**src/design/xpfec_pkg.sv**
```systemverilog
`timescale 1ns / 1ps
// ----------------------------------------------------------------------------
// xpfec_pkg
// Shared types and constants for the XOR pair parity FEC sender.
// ----------------------------------------------------------------------------
package xpfec_pkg;

    localparam int WORD_W = 32;
    localparam int LEN_W  = 12;

    // Flag set in the sequence word to form a parity header
    localparam logic [WORD_W-1:0] PARITY_FLAG = 32'h8000_0000;

    // Controller states
    typedef enum logic [1:0] {
        ST_RUN,
        ST_PAR_HDR,
        ST_PAR_DAT
    } ctrl_state_t;

    // Source of the output register load
    typedef enum logic [1:0] {
        SRC_PASS,
        SRC_HDR,
        SRC_PAR
    } out_src_t;

    // Commands from controller to datapath
    typedef struct packed {
        logic     load;      // load output register
        out_src_t src;       // what to load
        logic     last;      // tlast of the loaded beat
        logic     we0;       // write bank 0
        logic     we1;       // write bank 1
        logic     re;        // read both banks
        logic     seq_load;  // capture sequence word
    } ctl_cmd_t;

    // Status from datapath to controller
    typedef struct packed {
        logic out_free;      // output register can take a beat this cycle
        logic seq_odd;       // captured sequence is odd
    } ctl_stat_t;

endpackage

```
**src/design/xpfec_ram.sv**
```systemverilog
`timescale 1ns / 1ps
// ----------------------------------------------------------------------------
// xpfec_ram
// Simple dual-port RAM, one write port, one read port with registered data.
// ----------------------------------------------------------------------------
module xpfec_ram #(
    parameter int WIDTH  = 32,
    parameter int DEPTH  = 40,
    parameter int ADDR_W = (DEPTH > 1) ? $clog2(DEPTH) : 1
) (
    input  logic              clk,
    input  logic              we,
    input  logic [ADDR_W-1:0] waddr,
    input  logic [WIDTH-1:0]  wdata,
    input  logic              re,
    input  logic [ADDR_W-1:0] raddr,
    output logic [WIDTH-1:0]  rdata
);

    logic [WIDTH-1:0] mem [DEPTH];
    logic [WIDTH-1:0] rdata_reg;

    always_ff @(posedge clk)
    begin
        if (we)
        begin
            mem[waddr] <= wdata;
        end
        if (re)
        begin
            rdata_reg <= mem[raddr];
        end
    end

    assign rdata = rdata_reg;

endmodule

```
**src/design/xpfec_datapath.sv**
```systemverilog
`timescale 1ns / 1ps
// ----------------------------------------------------------------------------
// xpfec_datapath
// Payload banks, sequence register and output register of the FEC sender.
// ----------------------------------------------------------------------------
module xpfec_datapath
    import xpfec_pkg::*;
#(
    parameter int PAYLOAD_WORDS = 40,
    parameter int ADDR_W        = (PAYLOAD_WORDS > 1) ? $clog2(PAYLOAD_WORDS) : 1
) (
    input  logic              clk,
    input  logic              rst_n,
    input  ctl_cmd_t          cmd,
    input  logic [ADDR_W-1:0] waddr,
    input  logic [ADDR_W-1:0] raddr,
    input  logic [WORD_W-1:0] in_word,
    input  logic              out_ready,
    output ctl_stat_t         stat,
    output logic              out_valid,
    output logic [WORD_W-1:0] out_word,
    output logic              out_kind,
    output logic              out_last
);

    logic [WORD_W-1:0] rdata0;
    logic [WORD_W-1:0] rdata1;
    logic [WORD_W-1:0] seq_reg;
    logic              valid_reg;
    logic              valid_next;
    logic [WORD_W-1:0] word_reg;
    logic              kind_reg;
    logic              last_reg;
    logic [WORD_W-1:0] load_word;

    // Two payload banks; one holds the previous packet, the other the current
    xpfec_ram #(
        .WIDTH (WORD_W),
        .DEPTH (PAYLOAD_WORDS),
        .ADDR_W(ADDR_W)
    ) u_bank0 (
        .clk  (clk),
        .we   (cmd.we0),
        .waddr(waddr),
        .wdata(in_word),
        .re   (cmd.re),
        .raddr(raddr),
        .rdata(rdata0)
    );

    xpfec_ram #(
        .WIDTH (WORD_W),
        .DEPTH (PAYLOAD_WORDS),
        .ADDR_W(ADDR_W)
    ) u_bank1 (
        .clk  (clk),
        .we   (cmd.we1),
        .waddr(waddr),
        .wdata(in_word),
        .re   (cmd.re),
        .raddr(raddr),
        .rdata(rdata1)
    );

    // Sequence word of the kept datagram
    always_ff @(posedge clk)
    begin
        if (cmd.seq_load)
        begin
            seq_reg <= in_word;
        end
    end

    // Output beat source select
    always_comb
    begin
        case (cmd.src)
            SRC_PASS: load_word = in_word;
            SRC_HDR:  load_word = seq_reg | PARITY_FLAG;
            SRC_PAR:  load_word = rdata0 ^ rdata1;
            default:  load_word = in_word;
        endcase
    end

    // Output register
    always_comb
    begin
        valid_next = valid_reg;
        if (cmd.load)
        begin
            valid_next = 1'b1;
        end
        else if (out_ready)
        begin
            valid_next = 1'b0;
        end
    end

    always_ff @(posedge clk or negedge rst_n)
    begin
        if (!rst_n)
        begin
            valid_reg <= 1'b0;
        end
        else
        begin
            valid_reg <= valid_next;
        end
    end

    always_ff @(posedge clk)
    begin
        if (cmd.load)
        begin
            word_reg <= load_word;
            kind_reg <= (cmd.src != SRC_PASS);
            last_reg <= cmd.last;
        end
    end

    assign stat.out_free = !valid_reg || out_ready;
    assign stat.seq_odd  = seq_reg[0];

    assign out_valid = valid_reg;
    assign out_word  = word_reg;
    assign out_kind  = kind_reg;
    assign out_last  = last_reg;

endmodule

```
**src/design/xpfec_ctrl.sv**
```systemverilog
`timescale 1ns / 1ps
// ----------------------------------------------------------------------------
// xpfec_ctrl
// Controller: datagram tracking, bank swap and parity burst sequencing.
// ----------------------------------------------------------------------------
module xpfec_ctrl
    import xpfec_pkg::*;
#(
    parameter int PAYLOAD_WORDS = 40,
    parameter int ADDR_W        = (PAYLOAD_WORDS > 1) ? $clog2(PAYLOAD_WORDS) : 1,
    parameter int CNT_W         = $clog2(PAYLOAD_WORDS + 1)
) (
    input  logic              clk,
    input  logic              rst_n,
    input  logic              in_valid,
    input  logic              in_first,
    input  logic [LEN_W-1:0]  in_len,
    input  ctl_stat_t         stat,
    output logic              in_ready,
    output ctl_cmd_t          cmd,
    output logic [ADDR_W-1:0] waddr,
    output logic [ADDR_W-1:0] raddr
);

    localparam logic [LEN_W-1:0]  MIN_BYTES = LEN_W'(4 + 4 * PAYLOAD_WORDS);
    localparam logic [CNT_W-1:0]  IDX_LAST  = CNT_W'(PAYLOAD_WORDS);
    localparam logic [ADDR_W-1:0] PAR_LAST  = ADDR_W'(PAYLOAD_WORDS - 1);

    ctrl_state_t       state_reg, state_next;
    logic              keep_reg, keep_next;
    logic [CNT_W-1:0]  idx_reg, idx_next;
    logic              have_prev_reg, have_prev_next;
    logic              sel_reg, sel_next;
    logic [ADDR_W-1:0] pcnt_reg, pcnt_next;
    logic              accept;
    logic              done;
    logic              wr;

    assign in_ready = (state_reg == ST_RUN) && stat.out_free;
    assign accept   = in_valid && in_ready;
    assign done     = (idx_reg == IDX_LAST);
    assign waddr    = ADDR_W'(idx_reg - 1'b1);

    // State register
    always_ff @(posedge clk or negedge rst_n)
    begin
        if (!rst_n)
        begin
            state_reg     <= ST_RUN;
            keep_reg      <= 1'b0;
            idx_reg       <= '0;
            have_prev_reg <= 1'b0;
            sel_reg       <= 1'b0;
            pcnt_reg      <= '0;
        end
        else
        begin
            state_reg     <= state_next;
            keep_reg      <= keep_next;
            idx_reg       <= idx_next;
            have_prev_reg <= have_prev_next;
            sel_reg       <= sel_next;
            pcnt_reg      <= pcnt_next;
        end
    end

    // Next state and commands
    always_comb
    begin
        state_next     = state_reg;
        keep_next      = keep_reg;
        idx_next       = idx_reg;
        have_prev_next = have_prev_reg;
        sel_next       = sel_reg;
        pcnt_next      = pcnt_reg;
        cmd            = '0;
        cmd.src        = SRC_PASS;
        raddr          = pcnt_reg;
        wr             = 1'b0;

        unique case (state_reg)
            ST_RUN:
            begin
                if (accept && in_first)
                begin
                    // new datagram: keep it only if long enough
                    keep_next = (in_len >= MIN_BYTES);
                    idx_next  = '0;
                    if (in_len >= MIN_BYTES)
                    begin
                        cmd.seq_load = 1'b1;
                        cmd.load     = 1'b1;
                        idx_next     = CNT_W'(1);
                    end
                end
                else if (accept && keep_reg && (idx_reg != '0) && (idx_reg <= IDX_LAST))
                begin
                    // payload beat: forward and store in the current bank
                    wr       = 1'b1;
                    cmd.load = 1'b1;
                    cmd.last = done;
                    idx_next = CNT_W'(idx_reg + 1'b1);
                    if (done)
                    begin
                        keep_next      = 1'b0;
                        idx_next       = '0;
                        sel_next       = !sel_reg;
                        have_prev_next = 1'b1;
                        if (stat.seq_odd && have_prev_reg)
                        begin
                            state_next = ST_PAR_HDR;
                        end
                    end
                end
            end

            ST_PAR_HDR:
            begin
                if (stat.out_free)
                begin
                    cmd.load   = 1'b1;
                    cmd.src    = SRC_HDR;
                    cmd.re     = 1'b1;
                    raddr      = '0;
                    pcnt_next  = '0;
                    state_next = ST_PAR_DAT;
                end
            end

            ST_PAR_DAT:
            begin
                if (stat.out_free)
                begin
                    cmd.load = 1'b1;
                    cmd.src  = SRC_PAR;
                    cmd.last = (pcnt_reg == PAR_LAST);
                    if (pcnt_reg == PAR_LAST)
                    begin
                        state_next = ST_RUN;
                    end
                    else
                    begin
                        // fetch the next word while this one goes out
                        cmd.re    = 1'b1;
                        raddr     = ADDR_W'(pcnt_reg + 1'b1);
                        pcnt_next = ADDR_W'(pcnt_reg + 1'b1);
                    end
                end
            end

            default:
            begin
                state_next = ST_RUN;
            end
        endcase

        cmd.we0 = wr && !sel_reg;
        cmd.we1 = wr && sel_reg;
    end

endmodule

```
**src/design/xor_pair_parity_fec_sender.sv**
```systemverilog
`timescale 1ns / 1ps
// ----------------------------------------------------------------------------
// xor_pair_parity_fec_sender
// XOR pair parity FEC sender: forwards datagram packets, adds parity packets.
// ----------------------------------------------------------------------------
// Usage:
//   Slave side takes datagram words, one beat per word; tuser marks the first
//   (sequence) word, which also carries the byte length in tdata. Datagrams
//   shorter than 4 + 4*PAYLOAD_WORDS bytes are dropped; of kept ones the
//   sequence word and PAYLOAD_WORDS payload words go out on the master side
//   with tuser = 0, the last payload word with tlast. Extra words are eaten.
//   After an odd-sequence packet, with an earlier complete packet stored, a
//   parity packet follows (tuser = 1): header = sequence | 0x80000000, then
//   PAYLOAD_WORDS words of current XOR previous payload, tlast on the last.
//   A taken input beat is registered and goes out from the next cycle.
//   Input runs at one beat per cycle while the master side is ready; a parity
//   burst goes out one beat a cycle while the master side is ready, set by the
//   single output register and the bank read port, and holds off the slave side.
//   A master-side stall holds the output register and s_tready drops in the
//   same cycle. Reset empties the output register and forgets any stored
//   packet; the payload banks need no clearing.
// ----------------------------------------------------------------------------
module xor_pair_parity_fec_sender
    import xpfec_pkg::*;
#(
    parameter int PAYLOAD_WORDS = 40
) (
    input  logic        clk,
    input  logic        rst_n,
    input  logic        s_tvalid,
    output logic        s_tready,
    input  logic [47:0] s_tdata,   // [31:0] word, [43:32] byte_length, [47:44] zero
    input  logic [0:0]  s_tuser,   // [0] first
    output logic        m_tvalid,
    input  logic        m_tready,
    output logic [31:0] m_tdata,   // [31:0] out_word
    output logic [0:0]  m_tuser,   // [0] kind
    output logic        m_tlast
);

    localparam int ADDR_W = (PAYLOAD_WORDS > 1) ? $clog2(PAYLOAD_WORDS) : 1;

    ctl_cmd_t          cmd;
    ctl_stat_t         stat;
    logic [ADDR_W-1:0] waddr;
    logic [ADDR_W-1:0] raddr;
    logic              kind;

    xpfec_ctrl #(
        .PAYLOAD_WORDS(PAYLOAD_WORDS),
        .ADDR_W       (ADDR_W)
    ) u_ctrl (
        .clk     (clk),
        .rst_n   (rst_n),
        .in_valid(s_tvalid),
        .in_first(s_tuser[0]),
        .in_len  (s_tdata[43:32]),
        .stat    (stat),
        .in_ready(s_tready),
        .cmd     (cmd),
        .waddr   (waddr),
        .raddr   (raddr)
    );

    xpfec_datapath #(
        .PAYLOAD_WORDS(PAYLOAD_WORDS),
        .ADDR_W       (ADDR_W)
    ) u_dp (
        .clk      (clk),
        .rst_n    (rst_n),
        .cmd      (cmd),
        .waddr    (waddr),
        .raddr    (raddr),
        .in_word  (s_tdata[31:0]),
        .out_ready(m_tready),
        .stat     (stat),
        .out_valid(m_tvalid),
        .out_word (m_tdata),
        .out_kind (kind),
        .out_last (m_tlast)
    );

    assign m_tuser[0] = kind;

endmodule

```
**config.mk**
```make
export PLATFORM = sky130hd
export DESIGN_NAME = xor_pair_parity_fec_sender
export DESIGN_NICKNAME = d
export VERILOG_FILES = /design/src/design/xpfec_pkg.sv /design/src/design/xpfec_ram.sv /design/src/design/xpfec_datapath.sv /design/src/design/xpfec_ctrl.sv /design/src/design/xor_pair_parity_fec_sender.sv
export SDC_FILE = /design/constraint.sdc
export NUM_CORES = 2
export LEC_CHECK = 0
export CAP_MARGIN = 20
export CORE_ASPECT_RATIO = 1.5
export CORE_UTILIZATION = 45
export CTS_CLUSTER_SIZE = 12
export DETAILED_ROUTE_END_ITERATION = 6
export DONT_BUFFER_PORTS = 1
export GPL_ROUTABILITY_DRIVEN = 0
export MAX_ROUTING_LAYER = met4
export PLACE_DENSITY = 0.65
export SYNTH_ARGS = -nofsm -noshare
export SYNTH_HDL_FRONTEND = slang
export SYNTH_HIERARCHICAL = 1
export SYNTH_SLANG_ARGS = --single-unit
```
**constraint.sdc**
```tcl
create_clock -name clk -period 7 [get_ports clk]
set_input_delay 1.05 -clock clk [delete_from_list [all_inputs] [get_ports clk]]
set_output_delay 1.05 -clock clk [all_outputs]
set_load 0.005 [all_outputs]
```
==> results.toml <==
[clocking]
post_cts_resized = 0
cts.root.buffer_cell = "clkbuf_16"
clkTransAtPathRegs_ns = 0.06
cts_tree = "built"
clk_latency_ns = 0.86
cts-buffers-inserted = 271
h-tree-depth = 5
numClockSinks = 2707
clk_path_buf_depth = 4

[setup_path]
r2r_slack_ns = 1.90
worstPathArrival_ns = 5.66
cp_max_fo = 22
worstSetupPathType = "register to register"
worstPathRequired_ns = 7.56
timing.rr.start = "u_ctrl/idx_reg[0]"
worstSetupStartpoint = "u_ctrl/idx_reg[0]"
path_common_cell = "buf_4"
reg2reg_depth = 12
worstSetupEndpoint = "u_dp/u_bank1/mem[17][9]"
critPathMaxStageDelay_ns = 0.91
cp-end-kind = "register"
r2r_end = "u_dp/u_bank1/mem[17][9]"
critPathLaunchType = "register"
path_cells = "inv_1 > buf_4 > ha_1 > and2b_1 > nor2_1 > a221oi_1 > nor2b_1 > and2_1 > nor4bb_2 > nand2b_1 > nor2_4 > buf_4"
slowest_stage = "nor4bb_2"

[global_route]
grt_max_degree = 130
antenna_found_initial = 16
grt_usage_pct = 23.7
grt_pass1_wl_um = 390000
grt_remaining_overflow = 0
grt_pass1_vias = 53900

[drt]
drtIter0Drc = 5242
vias_per_cell = 6.05
ant_nets = 0
wl_per_cell_um = 31.5
vias = 53100
drc = 0
wl_um = 277000
drtPass1Iterations = 7

[timing]
period_share_pct = 72.9
rsz0062_at_grt = "false"
slew_headroom_pct = 22.1
min_period_ns = 5.10
holdWs_ns = 0.294
worstMarginPinSlew_ns = 1.16
setup_viol_count_final = 0
finalHoldViolations = 0
drv_slew = 0
clock-skew-final_ns = 0.0886
fin_tns_setup_ns = 0
fmax_mhz = 196

[floorplanning]
die_w_um = 399
start_util_pct = 45.3
die_area_um2 = 238000
die_h_um = 597
boundaryPins = 89
rows = 218
coreArea_um2 = 235000

[cells_and_area]
post-route-util_pct = 50.4
nFillCells = 18500
nets = 5698
layout-drive-gt1-share_pct = 16.8
reg_top3 = "u_dp/u_bank0/mem: 1280 flops, u_dp/u_bank1/mem: 1280 flops"
fin_area_um2 = 118000
area_growth_syn_to_layout_pct = 11.3

[synth]
synth_area_um2 = 106000
synth_area_leaders = "edfxtp_1 (76%), mux2i_1 (9.7%), mux4_2 (2.7%), a22oi_1 (1.8%), a22o_1 (1.1%)"
synthMuxAreaShare_pct = 13.1
yosys.area_share.xor_xnor_pct = 0.305
synthArstFlopShare_pct = 0.665
yosys.area.top_type_share_pct = 76.0
ys_top_cells_by_count = "edfxtp_1 (2689), mux2i_1 (1025), a22oi_1 (256)"
synth_cell_types = 64
yosys.area.top_type = "edfxtp_1"
synth_top_family_by_area = "multiplexers"
synthSimpleGateAreaFrac_pct = 1.35
synth_fa_ha_area_share_pct = 0.129
ys_ff_latch = 2707
synth.most_common_cell = "edfxtp_1"
synth_cells = 5478
synth_flop_cell = "edfxtp_1"
ys_seq_area_share_pct = 76.4
syn-num-nets = 5542
synth_compound_area_share_pct = 6.82
synth_edf_count = 2689
avgSynthCellArea_um2 = 19.4
yosysWarnings = 6

[power]
powerDensity_nw_per_um2 = 271
peakVddDrop_mv = 0.216
leakagePower_nw = 34.6

[min_path]
hold_class = "input port to register"

[place]
portBuffers = 0
dp_hpwl_um = 160000
placed_area_um2 = 111000

[status]
status = "finished, final reports clean"

[run]
maxCapViolations = 0
power by group:
part | internal (W) | leakage (nW) | total [W] | switching [W]
combinational | 0.000220 | 6.57 | 0.00101 | 0.000791
clock | 0.00719 | 3.59 | 0.0128 | 0.00565
sequential | 0.0181 | 24.4 | 0.0182 | 0.0000883
placed cells by master (no fill, tap or decap), drive strengths merged, types with 64 or more instances in the layout:
| cell | instances |
|---|---|
| mux2 | 67 |
| clkbuf | 303 |
| buf | 210 |
| a22o | 131 |
| mux2i | 1025 |
| nand2 | 99 |
| edfxtp | 2689 |
| nor2 | 91 |
| a221oi | 129 |
| a22oi | 256 |
| o22ai | 64 |
| mux4 | 128 |
| o41ai | 65 |
| a21oi | 130 |
repair_timing:
action,CTS,global route
buffers inserted,0,0
endpoints found under the hold margin,18,0
hold buffers,1,0
metrics by stage:
stage / total power, W / instances / worst slack, ns
final: 0.0320 / 8781 / 1.90
after floorplan: 0.0190 / 5478 / 1.80
after global routing: 0.0329 / 8772 / 1.74
after CTS: 0.0322 / 8766 / 1.91
after global placement: 0.0195 / 8435 / 1.43
after detailed placement: 0.0195 / 8437 / 1.42
layout make-up:
type / instances / area [µm²] / share of cell area [%]
clock inverter: 25 / 234 / 0.198
multi-input combinational: 2402 / 23800 / 20.1
antenna: 12 / 30.0 / 0.0254
timing repair buffer: 211 / 1960 / 1.65
tap: 3080 / 3850 / 3.26
clock buffer: 303 / 7090 / 6.00
sequential: 2707 / 81200 / 68.6
inverter: 41 / 154 / 0.130
logic make-up (layout without fill, tap and decap cells):
| logic type | count (synthesis) | in the layout |
|---|---|---|
| adders and majority gates | 11 | 11 |
| AOI/OAI and AO/OA | 830 | 830 |
| buffers and inverters | 369 | 580 |
| xor gates and xnor gates | 37 | 37 |
| DFF | 2707 | 2707 |
| muxes | 1220 | 1220 |
| and+or+nand+nor | 304 | 304 |
| other | 0 | 12 |
how the worst min path moves through the flow:
| stage | from | to | depth (start not counted) |
|---|---|---|---|
| after floorplan | u_ctrl/have_prev_reg | u_ctrl/have_prev_reg | 1 |
| after global placement | u_ctrl/have_prev_reg | u_ctrl/have_prev_reg | 1 |
| after detailed placement | u_ctrl/have_prev_reg | u_ctrl/have_prev_reg | 1 |
| after CTS | s_tdata[4] | u_dp/u_bank0/mem[24][4] | 0 |
| after global routing | s_tdata[4] | u_dp/u_bank0/mem[24][4] | 0 |
| final | s_tdata[4] | u_dp/u_bank1/mem[20][4] | 0 |
per-layer routing:
metal | global-route usage (%) | wire, µm
met5 | - | 0
met4 | 12.9 | 17300
met3 | 2.84 | 15800
met2 | 39.8 | 141000
met1 | 27.9 | 102000
critical path, delay by kind of cell (launching register included):
kind | cells | cell delay, ns
and+or+nand+nor | 7 | 3.03
AOI/OAI and AO/OA | 1 | 0.25
DFF | 1 | 0.43
adders and majority gates | 1 | 0.40
buffers and inverters | 3 | 0.69
Note: power is estimated with default switching activity, not from simulation.
